--- config.mk ---
export PLATFORM = sky130hd
export DESIGN_NAME = bdp_queue
export DESIGN_NICKNAME = d
export VERILOG_FILES = /design/src/design/bdp_pkg.sv /design/src/design/bdp_queue.sv
export SDC_FILE = /design/constraint.sdc
export NUM_CORES = 1
export LEC_CHECK = 0
export ABC_CLOCK_PERIOD_IN_PS = 3150
export CAP_MARGIN = 20
export CORE_AREA = 2 2 39 41
export DETAILED_ROUTE_END_ITERATION = 6
export DIE_AREA = 0 0 41 43
export DONT_BUFFER_PORTS = 1
export PLACE_DENSITY = 0.74
export SLEW_MARGIN = 5
export SYNTH_ARGS = -nofsm -noshare
export SYNTH_HDL_FRONTEND = slang
export SYNTH_SLANG_ARGS = --single-unit
--- constraint.sdc ---
create_clock -name clock -period 3.15 [get_ports clock]
set_input_delay 0.315 -clock clock [delete_from_list [all_inputs] [get_ports clock]]
set_output_delay 0.315 -clock clock [all_outputs]
set_load 0.03 [all_outputs]
--- src/design/bdp_pkg.sv ---
`timescale 1ns / 1ps
`default_nettype none
// -----------------------------------------------------------------------------
// bdp_pkg
// Shared types, codes and helpers for the branch direction predictor.
// -----------------------------------------------------------------------------
package bdp_pkg;

   localparam int TABLE_ENTRIES_DEFAULT = 4096;
   localparam int QUEUE_DEPTH           = 2;
   localparam int QUEUE_PTR_W           = $clog2(QUEUE_DEPTH);
   localparam int QUEUE_CNT_W           = $clog2(QUEUE_DEPTH + 1);
   localparam int HIST_W                = 32;

   typedef logic [2:0] strategy_type;
   typedef logic [1:0] counter_type;

   localparam strategy_type STRAT_NEVER    = 3'd0;
   localparam strategy_type STRAT_ALWAYS   = 3'd1;
   localparam strategy_type STRAT_BACKWARD = 3'd2;
   localparam strategy_type STRAT_PC_TABLE = 3'd3;
   localparam strategy_type STRAT_GSH_32   = 3'd4;
   localparam strategy_type STRAT_GSH_16   = 3'd5;
   localparam strategy_type STRAT_GSH_8    = 3'd6;
   localparam strategy_type STRAT_GSH_4    = 3'd7;
   localparam strategy_type STRAT_RESET    = STRAT_PC_TABLE;

   localparam logic OP_PREDICT = 1'b0;
   localparam logic OP_UPDATE  = 1'b1;

   localparam counter_type CTR_STRONG_NT = 2'd0;
   localparam counter_type CTR_WEAK_T    = 2'd2;
   localparam counter_type CTR_STRONG_T  = 2'd3;

   typedef struct packed {
      logic is_update;
      logic use_table;
      logic static_taken;
      logic taken;
   } item_class_type;

   typedef struct packed {
      logic clearing;
      logic busy;
   } back_status_type;

   function automatic counter_type counter_step(input counter_type ctr, input logic taken);
      counter_type result;
      result = ctr;
      if (taken) begin
         if (ctr != CTR_STRONG_T) result = ctr + 2'd1;
      end else begin
         if (ctr != CTR_STRONG_NT) result = ctr - 2'd1;
      end
      return result;
   endfunction

endpackage
`default_nettype wire

--- src/design/bdp_queue.sv ---
`timescale 1ns / 1ps
`default_nettype none
// -----------------------------------------------------------------------------
// bdp_queue
// Short first-in first-out queue between the front and the back.
// -----------------------------------------------------------------------------
module bdp_queue #(
   parameter int DATA_W = 8
) (
   input  wire logic              clock,
   input  wire logic              reset,
   input  wire logic              push,
   input  wire logic [DATA_W-1:0] push_data,
   input  wire logic              pop,
   output logic [DATA_W-1:0]      pop_data,
   output logic                   full,
   output logic                   empty
);
   import bdp_pkg::*;

   logic [DATA_W-1:0]      slot_ff [QUEUE_DEPTH];
   logic [QUEUE_PTR_W-1:0] wr_ptr_ff;
   logic [QUEUE_PTR_W-1:0] wr_ptr_in;
   logic [QUEUE_PTR_W-1:0] rd_ptr_ff;
   logic [QUEUE_PTR_W-1:0] rd_ptr_in;
   logic [QUEUE_CNT_W-1:0] count_ff;
   logic [QUEUE_CNT_W-1:0] count_in;

   assign full     = (count_ff == QUEUE_CNT_W'(QUEUE_DEPTH));
   assign empty    = (count_ff == '0);
   assign pop_data = slot_ff[rd_ptr_ff];

   always_comb begin
      wr_ptr_in = wr_ptr_ff;
      rd_ptr_in = rd_ptr_ff;
      count_in  = count_ff;
      if (push) wr_ptr_in = wr_ptr_ff + 1'b1;
      if (pop)  rd_ptr_in = rd_ptr_ff + 1'b1;
      if (push && !pop) count_in = count_ff + 1'b1;
      if (pop && !push) count_in = count_ff - 1'b1;
   end

   always_ff @(posedge clock) begin
      if (reset) begin
         wr_ptr_ff <= '0;
         rd_ptr_ff <= '0;
         count_ff  <= '0;
      end else begin
         wr_ptr_ff <= wr_ptr_in;
         rd_ptr_ff <= rd_ptr_in;
         count_ff  <= count_in;
      end
   end

   always_ff @(posedge clock) begin
      if (push) slot_ff[wr_ptr_ff] <= push_data;
   end

endmodule
`default_nettype wire

==> PnR_summary.wiki <==
{| class="wikitable"
! Metric !! Value
|-
| Post-cts gate resize count || 0
|-
| Least setup slack across all paths after layout || between 1500 and 2000 ps
|-
| Critical path arrival || ~1300 ps
|-
| Max_slew headroom || 0.542
|-
| Critical path's largest stage delay || 530 ps
|-
| Critical Path Fanout Max || 8
|-
| Cells after DPL || just over 60
|-
| Number of standard cells after synthesis || 47
|-
| Horiz. Die Dim || approximately 41 um
|-
| Maximum level of the CTS H-tree || 1
|-
| Total area of multi-input combinational cells || 191 um2
|-
| Static Leak || 0.286 nW
|-
| Transition time at the pin with the least slew margin || 684 ps
|-
| Worst path cell trace || mux2_2
|-
| Launching element type of the critical path || flop
|-
| Final weighted congestion in routability-driven placement || between 0.6 and 0.7
|-
| Max Transition Viols Final || 0
|-
| Setup Crit Path Kind || flop to output port
|-
| Worst ir drop on vdd || between 0.0003 and 0.0004 V
|-
| Cell taking the most area after synthesis || sky130_fd_sc_hd__edfxtp_1
|-
| Start of the worst register-to-register path || wr_ptr_ff
|-
| Vias per std cell || ~5.4
|-
| Violation count after the first detailed-route iteration || 7
|-
| Number of buffers added to fix hold violations after cts || 0
|-
| Area of all sequential standard cells || around 580 um2
|-
| Fill cell instance count of the final layout || about 100
|-
| Mean instance size in the synthesized netlist || 16.6 um2
|-
| Leading post-synthesis cells by instance count || sky130_fd_sc_hd__edfxtp_1 (16), sky130_fd_sc_hd__mux2_2 (8), sky130_fd_sc_hd__nor2_1 (6)
|-
| Unrepaired setup endpoints after global routing || false
|-
| Wire length of the first global-routing pass || approximately 1600 um
|-
| Worst-case clock buffer depth || 2
|-
| Dpl hpwl || 820 um
|-
| DRT antenna net count || 0
|-
| Share of async-settable or async-resettable flops after synthesis || 0
|-
| Primary FF master, synth || sky130_fd_sc_hd__edfxtp_1
|-
| Seq/Total Area, Yosys || 0.744
|-
| Global routing usage on met2 || 0.234
|-
| Initial core utilization || 0.564
|-
| Maximum number of pins on one net before global-route repair || 13
|-
| Antenna violations before repair || 0
|-
| Syn_nets || 60
|-
| Pre-CTS setup slack || 1860 ps
|-
| Global Route met1 Usage || 0.165
|-
| Master of the slowest instance on the critical path || sky130_fd_sc_hd__dfxtp_1
|-
| Peak Freq || 625 MHz
|-
| Area of the die || between 1500 and 2000 um2
|-
| Total number of placement rows || 14
|-
| Setup tns final || 0 ps
|-
| Unique cell type count in the Yosys netlist || 14
|-
| CTS tree || built
|-
| Worst hold margin || roughly 80 ps
|-
| GRT busiest layer || met2
|-
| Cell area power density || ~640 nW/um2
|-
| Met3 Use GR || 0.0419
|-
| Warnings from Yosys || 0
|-
| Crit. End Element || output port
|-
| Most used standard cell by instance count after synthesis || sky130_fd_sc_hd__edfxtp_1
|-
| Number of synthesized flops with an enable pin || 16
|-
| Number of global-route vias before repair || 359
|-
| Wire length per cell after detailed routing || 16.2 um
|-
| Required time at the endpoint of the critical path || 2830 ps
|-
| Layout cell share with drive strength beyond 1 || 0.260
|-
| Clock skew after layout || between 5 and 6 ps
|-
| Remaining DRCs || 0
|-
| Clk sink count || 21
|-
| Clock-pin slew of the registers on the worst-case setup and hold paths || around 100 ps
|-
| Number of buffers inserted during clock tree synthesis || 3
|-
| Fraction of the cycle the final worst path needs || 0.508
|-
| Number of setup buffers added after CTS || 0
|-
| Register bit total from synthesis || 21
|-
| Overflow left after global routing || 0
|-
| Delay-heaviest family, CP || flip-flops
|-
| Outcome || completed
|-
| Worst-Skew Late Latency || 290 ps
|-
| Number of antenna cells inserted || 0
|-
| Final Net Count || 64
|-
| Class of the tightest hold or removal check || input port to flop
|-
| Number of failing setup endpoints in the final timing report || 0
|-
| Buffers added on ports || 0
|-
| Core Box Area || 1380 um2
|-
| Number of I/O pins || 22
|-
| Layout Area Growth over Synthesis || 5.45%
|-
| Clock root buffer || sky130_fd_sc_hd__clkbuf_4
|-
| R2R setup slack || between 1500 and 2000 ps
|-
| Worst min-delay path startpoint || reset
|-
| # Max-Cap Violations || 0
|-
| Die Height || around 43 um
|-
| Utilization after layout || 0.595
|-
| Ranking of synthesized cells by area || sky130_fd_sc_hd__edfxtp_1 (62%), sky130_fd_sc_hd__dfxtp_1 (13%), sky130_fd_sc_hd__mux2_2 (12%), sky130_fd_sc_hd__xnor2_1 (3.4%), sky130_fd_sc_hd__nor2_1 (2.9%)
|-
| Area fraction of the dominant cell type after synthesis || 0.615
|-
| Minimum period implied by the final worst setup slack || about 1600 ps
|-
| Overall routing resource usage || 0.149
|-
| Non-Filler Instances || between 60 and 70
|-
| Via count || 357
|-
| Number of endpoints with negative hold slack in the final report || 0
|-
| Crit path buf inv count || 0
|-
| Number of detailed-routing iterations run before antenna repair || 2
|-
| Post-synthesis instance area || 781 um2
|-
| Wire length reported by the detailed router || roughly 1100 um
|}
## final cells by class
| class | count | area share |
|---|---|---|
| flip-flops and latches | 21 | 0.705 |
| clock inverters | 1 | 0.00608 |
| well taps | 16 | 0.0243 |
| clock buffers | 3 | 0.0274 |
| inverters | 1 | 0.00456 |
| multi-input cells | 24 | 0.233 |
## kinds of logic after synthesis
kind of cell    Yosys count  share of synthesized area
buf+inv                   2                     0.0112
fa+ha+maj                 1                     0.0160
compound gates            2                     0.0128
flops                    21                      0.744
simple gates              9                     0.0561
xor+xnor                  4                     0.0449
mux                       8                      0.115
## sequential cells by signal (all words and copies together), names as in the netlist, named ones only
| name | cells |
|---|---|
| slot_ff | 16 |
| count_ff | 2 |
| rd_ptr_ff | 1 |
| wr_ptr_ff | 1 |
## per-stage QoR
step                      total power [mW]  area, um2
after floorplan                      0.405        781
after global placement               0.411        796
after detailed placement             0.415        796
after CTS                            0.533        823
after global routing                 0.553        823
final                                0.528        823
## layout by cell type, fill, tap and decap left out
cell type and count:
sky130_fd_sc_hd__edfxtp_1 16, sky130_fd_sc_hd__a21oi_1 1, sky130_fd_sc_hd__inv_1 1, sky130_fd_sc_hd__o21ai_0 1, sky130_fd_sc_hd__clkinv_2 1, sky130_fd_sc_hd__ha_1 1
sky130_fd_sc_hd__mux2_2 8, sky130_fd_sc_hd__and2_1 1, sky130_fd_sc_hd__clkbuf_4 3, sky130_fd_sc_hd__xor2_1 1, sky130_fd_sc_hd__and2b_2 1, sky130_fd_sc_hd__nor2_1 6
sky130_fd_sc_hd__dfxtp_1 5, sky130_fd_sc_hd__xnor2_1 3, sky130_fd_sc_hd__or3_1 1
## path summary, 6_finish.rpt
path	endpoint	cells past startpoint
max	pop_data[7]	1
min	count_ff[1]	1
max reg2reg	slot_ff[0][1]	1
min reg2reg	count_ff[1]	2
## per-layer routing
| metal | part of all wire | vias to the layer above |
|---|---|---|
| met5 | 0 | - |
| met4 | 0.010 | 0 |
| met3 | 0.076 | 2 |
| met2 | 0.56 | 10 |
| met1 | 0.35 | 170 |
| li1 | - | 175 |
## where the power goes
part	switching, mW	total (mW)	leakage, nW	internal [mW]
Sequential	0.0118	0.331	0.192	0.320
Clock	0.0732	0.120	0.0177	0.0472
Combinational	0.0528	0.0767	0.0768	0.0240
Total	0.138	0.528	0.286	0.391
Power figures use the tool's default switching activity.
