**src/design/bdp_pkg.sv**
```systemverilog
`timescale 1ns / 1ps
`default_nettype none
// -----------------------------------------------------------------------------
// bdp_pkg
// Shared types, codes and helpers for the branch direction predictor.
// -----------------------------------------------------------------------------
package bdp_pkg;

   localparam int TABLE_ENTRIES_DEFAULT = 4096;
   localparam int QUEUE_DEPTH           = 2;
   localparam int QUEUE_PTR_W           = $clog2(QUEUE_DEPTH);
   localparam int QUEUE_CNT_W           = $clog2(QUEUE_DEPTH + 1);
   localparam int HIST_W                = 32;

   typedef logic [2:0] strategy_type;
   typedef logic [1:0] counter_type;

   localparam strategy_type STRAT_NEVER    = 3'd0;
   localparam strategy_type STRAT_ALWAYS   = 3'd1;
   localparam strategy_type STRAT_BACKWARD = 3'd2;
   localparam strategy_type STRAT_PC_TABLE = 3'd3;
   localparam strategy_type STRAT_GSH_32   = 3'd4;
   localparam strategy_type STRAT_GSH_16   = 3'd5;
   localparam strategy_type STRAT_GSH_8    = 3'd6;
   localparam strategy_type STRAT_GSH_4    = 3'd7;
   localparam strategy_type STRAT_RESET    = STRAT_PC_TABLE;

   localparam logic OP_PREDICT = 1'b0;
   localparam logic OP_UPDATE  = 1'b1;

   localparam counter_type CTR_STRONG_NT = 2'd0;
   localparam counter_type CTR_WEAK_T    = 2'd2;
   localparam counter_type CTR_STRONG_T  = 2'd3;

   typedef struct packed {
      logic is_update;
      logic use_table;
      logic static_taken;
      logic taken;
   } item_class_type;

   typedef struct packed {
      logic clearing;
      logic busy;
   } back_status_type;

   function automatic counter_type counter_step(input counter_type ctr, input logic taken);
      counter_type result;
      result = ctr;
      if (taken) begin
         if (ctr != CTR_STRONG_T) result = ctr + 2'd1;
      end else begin
         if (ctr != CTR_STRONG_NT) result = ctr - 2'd1;
      end
      return result;
   endfunction

endpackage
`default_nettype wire

```
**src/design/bdp_front.sv**
```systemverilog
`timescale 1ns / 1ps
`default_nettype none
// -----------------------------------------------------------------------------
// bdp_front
// Accepts requests, keeps the global history and works out the table index.
// -----------------------------------------------------------------------------
module bdp_front #(
   parameter int TABLE_ENTRIES = bdp_pkg::TABLE_ENTRIES_DEFAULT
) (
   input  wire logic                         clock,
   input  wire logic                         reset,
   input  wire bdp_pkg::strategy_type        strategy,
   input  wire logic                         accept,
   input  wire logic                         req_op,
   input  wire logic [31:0]                  req_pc,
   input  wire logic signed [31:0]           req_branch_offset,
   input  wire logic                         req_taken,
   output bdp_pkg::item_class_type           item_class,
   output logic [$clog2(TABLE_ENTRIES)-1:0]  item_index
);
   import bdp_pkg::*;

   localparam int IDX_W = $clog2(TABLE_ENTRIES);

   logic [HIST_W-1:0] hist_ff;
   logic [HIST_W-1:0] hist_in;
   logic [HIST_W-1:0] hist_sel;
   logic [31:0]       hashed_pc;

   always_comb begin
      hist_in = hist_ff;
      if (accept && (req_op == OP_UPDATE)) begin
         hist_in = {hist_ff[HIST_W-2:0], req_taken};
      end
   end

   always_ff @(posedge clock) begin
      if (reset) begin
         hist_ff <= '0;
      end else begin
         hist_ff <= hist_in;
      end
   end

   always_comb begin
      case (strategy)
         STRAT_GSH_32: hist_sel = hist_ff;
         STRAT_GSH_16: hist_sel = {16'd0, hist_ff[15:0]};
         STRAT_GSH_8:  hist_sel = {24'd0, hist_ff[7:0]};
         STRAT_GSH_4:  hist_sel = {28'd0, hist_ff[3:0]};
         default:      hist_sel = '0;
      endcase
   end

   always_comb begin
      hashed_pc              = req_pc ^ hist_sel;
      item_class.is_update   = (req_op == OP_UPDATE);
      item_class.use_table   = (strategy inside {[STRAT_PC_TABLE:STRAT_GSH_4]});
      item_class.static_taken = (strategy == STRAT_ALWAYS) ||
                                ((strategy == STRAT_BACKWARD) && req_branch_offset[31]);
      item_class.taken       = req_taken;
      if (strategy inside {[STRAT_NEVER:STRAT_BACKWARD]}) begin
         item_index = '0;
      end else begin
         item_index = hashed_pc[IDX_W-1:0];
      end
   end

endmodule
`default_nettype wire

```
**config.mk**
```make
export PLATFORM = sky130hd
export DESIGN_NAME = bdp_front
export DESIGN_NICKNAME = d
export VERILOG_FILES = /design/src/design/bdp_pkg.sv /design/src/design/bdp_front.sv
export SDC_FILE = /design/constraint.sdc
export NUM_CORES = 1
export LEC_CHECK = 0
export ABC_AREA = 1
export BUFFER_PORTS_ARGS = -buffer_cell sky130_fd_sc_hd__buf_4
export CAP_MARGIN = 20
export CORE_MARGIN = 2
export CORE_UTILIZATION = 33
export CTS_CLUSTER_DIAMETER = 60
export DETAILED_ROUTE_END_ITERATION = 16
export PLACE_DENSITY = 0.89
export SYNTH_ARGS = -nofsm -noshare
export SYNTH_HDL_FRONTEND = slang
export SYNTH_SLANG_ARGS = --single-unit
```
**constraint.sdc**
```tcl
create_clock -name clock -period 0.8 [get_ports clock]
set_input_delay 0.04 -clock clock [delete_from_list [all_inputs] [get_ports clock]]
set_output_delay 0.04 -clock clock [all_outputs]
set_load 0.01 [all_outputs]
```
==> results.tsv, run 1 <==
stage	metric	value	unit
layout	layout cells sized above 1	0.557	
logic_synthesis	multiplexer area fraction after synthesis	0	
routing	initial DRC count	12	
global_route	initial antenna violation count	0	
logic_synthesis	Synth Register Bits	12	
placement	# placed instances	183	
timing	Fin Clk Skew	0.000379	ns
floorplan	Core Footprint	2230	um^2
routing	drt drc	0	
routing	post-route ant nets	0	
logic_synthesis	simple-gate portion of the synthesized area	0.419	
critical_path	crit path DAT	1.02	ns
timing	Least-Margin Pin Slew	0.410	ns
logic_synthesis	Mapped Cells	125	
hold_path	HP Class	primary input to flip-flop	
pwr	power density cells	1350	nW/um^2
floorplan	Die W	52.8	um
clock_tree	CTS Buf Count	3	
timing	fmax	939	MHz
layout	post-layout util	0.568	
global_route	Total GRT Usage	0.161	
layout	most frequent cells in the layout	43 x buf_4, 31 x nor2_1, 15 x nand2_1, 11 x inv_1, 11 x nand3_2	
layout	Top reg by flops	hist_ff	
timing	Final Setup Violations	12	
timing	period utilization	1.33	
layout	max FFs per register	12	
critical_path	Worst Setup Start Kind	flip-flop	
layout	Area Overhead vs Synth	61.7	%
layout	Final nets	240	
clock_tree	H-tree levels	1	
logic_synthesis	post-synth cell types	16	
logic_synthesis	syn avg cell area	6.28	um^2
routing	vias per cell	4.74	
logic_synthesis	Synth Area in XOR/XNOR	0	
logic_synthesis	largest family of logic cells by synthesized area	simple AND/OR/NAND/NOR gates	
placement	Port Buffers	36	
clock_tree	Worst-path clk slew	0.08	ns
logic_synthesis	Syn. warnings	0	
timing	Slew Limit Fails	0	
floorplan	die height	52.8	um
clock_tree	clock tree from TritonCTS	done	
routing	drt total wl	2070	um
layout	commonest non-fill, non-tap cell in the layout	buf_4	
routing	Via Count	924	
outcome	failing checks	setup timing	
clock_tree	cts hold-fix bufs	0	
layout	fillers	212	
outcome	status	finished, violations left	
clock_tree	CTS root buf	clkbuf_4	
routing	Routed WL per cell	10.6	um
logic_synthesis	Synth Area in Compound Gates	0.134	
critical_path	Setup CP Type	flip-flop to primary output	
clock_tree	Clock Latency Late Sink	0.28	ns
layout	Layout Cells excl Fill	195	
timing	Tmin final	1.06	ns
clock_tree	Clock Path Buffers	2	
timing	max_slew headroom	0.727	
timing	Hold Vio Cnt, Final	0	
routing	drt pass-1 iters	4	
global_route	GRT Residual Overflow	0	
critical_path	worst path required time	0.76	ns
pwr	peak supply drop	0.677	mV
critical_path	Crit Path Max Fanout	4	
critical_path	endpoint class of the critical path	primary output	
logic_synthesis	post-synthesis sequential area ratio	0.306	
global_route	largest net degree at the start of global routing	18	
floorplan	# rows	17	
logic_synthesis	syn nets	197	
logic_synthesis	Mapped Area	785	um^2
global_route	global-route wire length before repair	3260	um
layout	biggest regs	hist_ff: 12 flops	
floorplan	Ports	88	
timing	unrepaired setup endpoints after global routing	true	
clock_tree	Clock Sinks	12	
placement	DP Wirelength	1360	um
pwr	Leakage	0.623	nW
run	max-capacitance violation count	0	
logic_synthesis	post-synthesis adder-cell area fraction	0	
layout	antenna fix cells	0	
floorplan	DIE AREA	2780	um^2
timing	PnR worst setup slack	-0.265	ns
global_route	vias in the first global route	813	
floorplan	initial core utilization	0.351	
placement	gp weighted congestion	0.743	
[report_power, final]
part | leakage [nW] | internal, W | switching [W]
sequential | 0.104 | 0.000639 | 0.0000394
clock | 0.0210 | 0.000277 | 0.000214
combinational | 0.498 | 0.000271 | 0.000268
total | 0.623 | 0.00119 | 0.000521
[per-layer routing]
metal  vias up  wire length (um)  track usage
met5         -                 0            0
met4         0                38       0.0940
met3         5               123       0.0429
met2        26               973        0.269
met1       409               930        0.183
li1        484                 -            -
[worst paths after layout]
kind / startpoint / end / slack, ns / cells after the start
worst max-delay path: hist_ff[8] / item_index[8] / -0.26 / 5
worst min register to register: hist_ff[0] / hist_ff[0] / 0.52 / 2
worst min-delay path: req_taken / hist_ff[0] / 0.02 / 3
worst max register to register: hist_ff[7] / hist_ff[8] / 0.04 / 3
[per-stage QoR]
stage                     area [um^2]  power (W)  hold WS, ns  TNS, ns  setup WS (ns)
final                            1270    0.00171       0.0210    -2.50         -0.265
after global routing             1270    0.00182       0.0537    -3.33         -0.352
after CTS                        1200    0.00168       0.0114    -2.52         -0.256
after detailed placement         1040    0.00113        0.268        0        0.00204
after global placement           1040    0.00112        0.266        0         0.0102
after floorplan                   785   0.000937        0.172        0          0.108
[timing repair]
item                                    CTS  global route
resized for setup                        23            26
endpoints found under the setup margin   12            20
pin swaps                                 9            20
setup buffers                             8             3
hold endpoints to repair                  0             0
[critical path: stages (launching register included)]
cell	delay, ns
dfxtp_2	0.36
nand3_1	0.08
nand2_1	0.07
inv_1	0.04
nor2_2	0.08
buf_4	0.11
[final cells by class]
class	instances	area, um^2	share of cell area
Multi-Input combinational cell	93	533	0.420
Timing Repair Buffer	46	357	0.281
Sequential cell	12	260	0.205
Inverter	12	47.5	0.0375
Clock buffer	4	36.3	0.0286
Tap cell	28	35.0	0.0276
[cells by family after synthesis]
logic type,Yosys count
flops,12
compound gates,21
simple gates,72
buf+inv,20
[cell usage after synthesis (all sizes together)]
master | number | area [um^2]
a21oi | 9 | 45.0
buf | 6 | 55.1
clkbuf | 2 | 7.51
dfxtp | 12 | 240
inv | 12 | 47.6
nand2 | 19 | 95.1
nand3 | 12 | 60.1
nand4 | 4 | 25.0
nor2 | 37 | 149
o21ai | 12 | 60.1
No activity file was read; power rests on OpenSTA's default activity.
==> run 2, diff against run 1 <==
CORE_UTILIZATION = 36   (was 33)
PLACE_DENSITY = 0.95   (was 0.89)
clock period = 1.27 ns   (was 0.8 ns; I/O delays follow)
==> run 2 against run 1 <==
The flow now finishes without violations. Utilization down 4.1 points. Worst setup slack better by 0.41 ns. Combinational power down 49%. Largest cell class unchanged. Highest routed layer unchanged.
==> results.tsv, run 2 (synthesis results as in run 1) <==
stage	metric	value	unit	change
outcome	status	complete, no violations		was finished, violations left
critical_path	Worst Setup Start Kind	flip-flop		unchanged
global_route	global-route wire length before repair	3040	um	was 3260 um
layout	most frequent cells in the layout	37 x buf_4, 33 x nor2_1, 17 x nand2_1		was 43 x buf_4, 31 x nor2_1, 15 x nand2_1, 11 x inv_1, 11 x nand3_2
timing	Least-Margin Pin Slew	0.357	ns	was 0.410 ns
placement	Port Buffers	36		unchanged
clock_tree	Clock Sinks	12		unchanged
critical_path	worst path required time	1.21	ns	was 0.76 ns
run	max-capacitance violation count	0		unchanged
timing	hold_ws	0.0516	ns	was 0.0210 ns
floorplan	Ports	88		unchanged
global_route	Total GRT Usage	0.154		was 0.161
clock_tree	Worst-path clk slew	0.07	ns	was 0.08 ns
pwr	power density cells	877	nW/um^2	was 1350 nW/um^2
layout	Final nets	231		was 240
floorplan	Core Footprint	2000	um^2	was 2230 um^2
layout	biggest regs	hist_ff: 12 flops		unchanged
pwr	switching power	0.000279	W	was 0.000521 W
clock_tree	CTS Buf Count	3		unchanged
critical_path	Crit Path Max Fanout	4		unchanged
hold_path	WHS Path Cells	3		unchanged
timing	Hold Vio Cnt, Final	0		unchanged
placement	DP Wirelength	1300	um	was 1360 um
routing	initial DRC count	20		was 12
global_route	initial antenna violation count	0		unchanged
floorplan	die height	50.7	um	was 52.8 um
clock_tree	H-tree levels	1		unchanged
floorplan	Die W	50.7	um	was 52.8 um
clock_tree	CTS resizes	0		was 23
layout	antenna fix cells	0		unchanged
placement	gp weighted congestion	0.752		was 0.743
timing	Tmin final	1.13	ns	
routing	drt total wl	1730	um	was 2070 um
pwr	proportion of power drawn by the clock network	0.247		was 0.287
clock_tree	clock tree from TritonCTS	done		unchanged
global_route	vias in the first global route	744		was 813
routing	drt pass-1 iters	4		unchanged
clock_tree	cts hold-fix bufs	0		unchanged
timing	max_slew headroom	0.761		was 0.727
layout	Layout Cells excl Fill	184		was 195
layout	max FFs per register	12		unchanged
floorplan	DIE AREA	2570	um^2	was 2780 um^2
global_route	Most Used Layer, Global Route	met2		unchanged
global_route	GR Util met2	0.272		was 0.269
placement	# placed instances	181		was 183
clock_tree	Post-CTS Setup Repair Bufs	0		was 8
routing	post-route ant nets	0		unchanged
critical_path	crit path DAT	1.06	ns	was 1.02 ns
timing	unrepaired setup endpoints after global routing	false		was true
pwr	Leakage	0.548	nW	was 0.623 nW
pwr	internal power	0.000646	W	was 0.00119 W
timing	TNS Setup	0	ns	was -2.50 ns
timing	Fin Clk Skew	0.00149	ns	was 0.000379 ns
hold_path	HP Class	primary input to flip-flop		unchanged
layout	layout cells sized above 1	0.299		was 0.557
floorplan	initial core utilization	0.392		was 0.351
layout	commonest non-fill, non-tap cell in the layout	buf_4		unchanged
clock_tree	CTS root buf	clkbuf_4		unchanged
critical_path	Setup CP Type	flip-flop to primary output		unchanged
routing	drt drc	0		unchanged
timing	Final Setup Violations	0		was 12
global_route	met1 Usage GRT	0.168		was 0.183
clock_tree	Clock Path Buffers	2		unchanged
critical_path	endpoint class of the critical path	primary output		unchanged
layout	Top reg by flops	hist_ff		unchanged
timing	Slew Limit Fails	0		unchanged
layout	Area Overhead vs Synth	34.6	%	was 61.7%
timing	fmax	887	MHz	
pwr	Seq pwr share	0.456		was 0.397
floorplan	# rows	16		was 17
routing	Routed WL per cell	9.41	um	was 10.6 um
pwr	peak supply drop	0.522	mV	was 0.677 mV
global_route	met3 GRT Util	0.0625		was 0.0429
global_route	largest net degree at the start of global routing	18		unchanged
pwr	Net Sw Frac	0.302		was 0.305
pwr	Comb pwr share	0.297		was 0.316
timing	period utilization	0.888		
critical_path	Reg2Reg Depth	2		was 3
clock_tree	Clock Latency Late Sink	0.27	ns	was 0.28 ns
routing	vias per cell	4.85		was 4.74
routing	Via Count	893		was 924
layout	fillers	210		was 212
global_route	GRT Residual Overflow	0		unchanged
pwr	Power, Total	0.000926	W	was 0.00171 W
-- run 2: cell types whose count changed in the layout (fill, tap and decap cells not counted), sizes merged --
cell and change:
buf -9, clkbuf -1
-- run 2: area by class of cell --
| class | instances | area (um^2) | area share |
|---|---|---|---|
| multi-input combinational | 93 | 434 | 0.411 |
| timing repair buffer | 37 | 278 | 0.263 |
| sequential | 12 | 240 | 0.227 |
| inverter | 12 | 47.5 | 0.0450 |
| tap | 27 | 33.8 | 0.0320 |
| clock buffer | 3 | 22.5 | 0.0213 |
-- run 2: power by group through the flow --
stage / Clock [W] / Sequential [W] / Combinational [W]
finish: 0.000229 / 0.000422 / 0.000275
global route: 0.000255 / 0.000427 / 0.000309
CTS: 0.000242 / 0.000422 / 0.000278
detailed placement: 0 / 0.000430 / 0.000277
global placement: 0 / 0.000430 / 0.000271
floorplan: 0 / 0.000425 / 0.000165
-- run 2: stage by stage --
stage / cell area [um^2] / setup WS [ns] / utilization
after floorplan: 785 / 0.554 / -
after global placement: 1030 / 0.447 / 0.516
after detailed placement: 1030 / 0.442 / 0.516
after CTS: 1060 / 0.134 / 0.528
after global routing: 1060 / 0.0662 / 0.528
final: 1060 / 0.142 / 0.528
-- run 2: final timing paths --
path | start | end | slack [ns]
hold reg to reg | hist_ff[9] | hist_ff[9] | 0.52
setup reg to reg | hist_ff[2] | hist_ff[3] | 0.59
hold / removal | req_taken | hist_ff[0] | 0.05
setup / recovery | hist_ff[8] | item_index[8] | 0.14
-- run 2: layer usage --
layer,share of wire,vias up
li1,-,462
met1,0.44,392
met2,0.46,34
met3,0.085,5
met4,0.0081,0
met5,0,-
-- run 2: worst max-delay path: stages (launching register included) --
cell and delay [ns]:
dfxtp_1 0.39, nand3_1 0.09, nand2_1 0.06, inv_1 0.04
nor2_2 0.09, buf_4 0.12
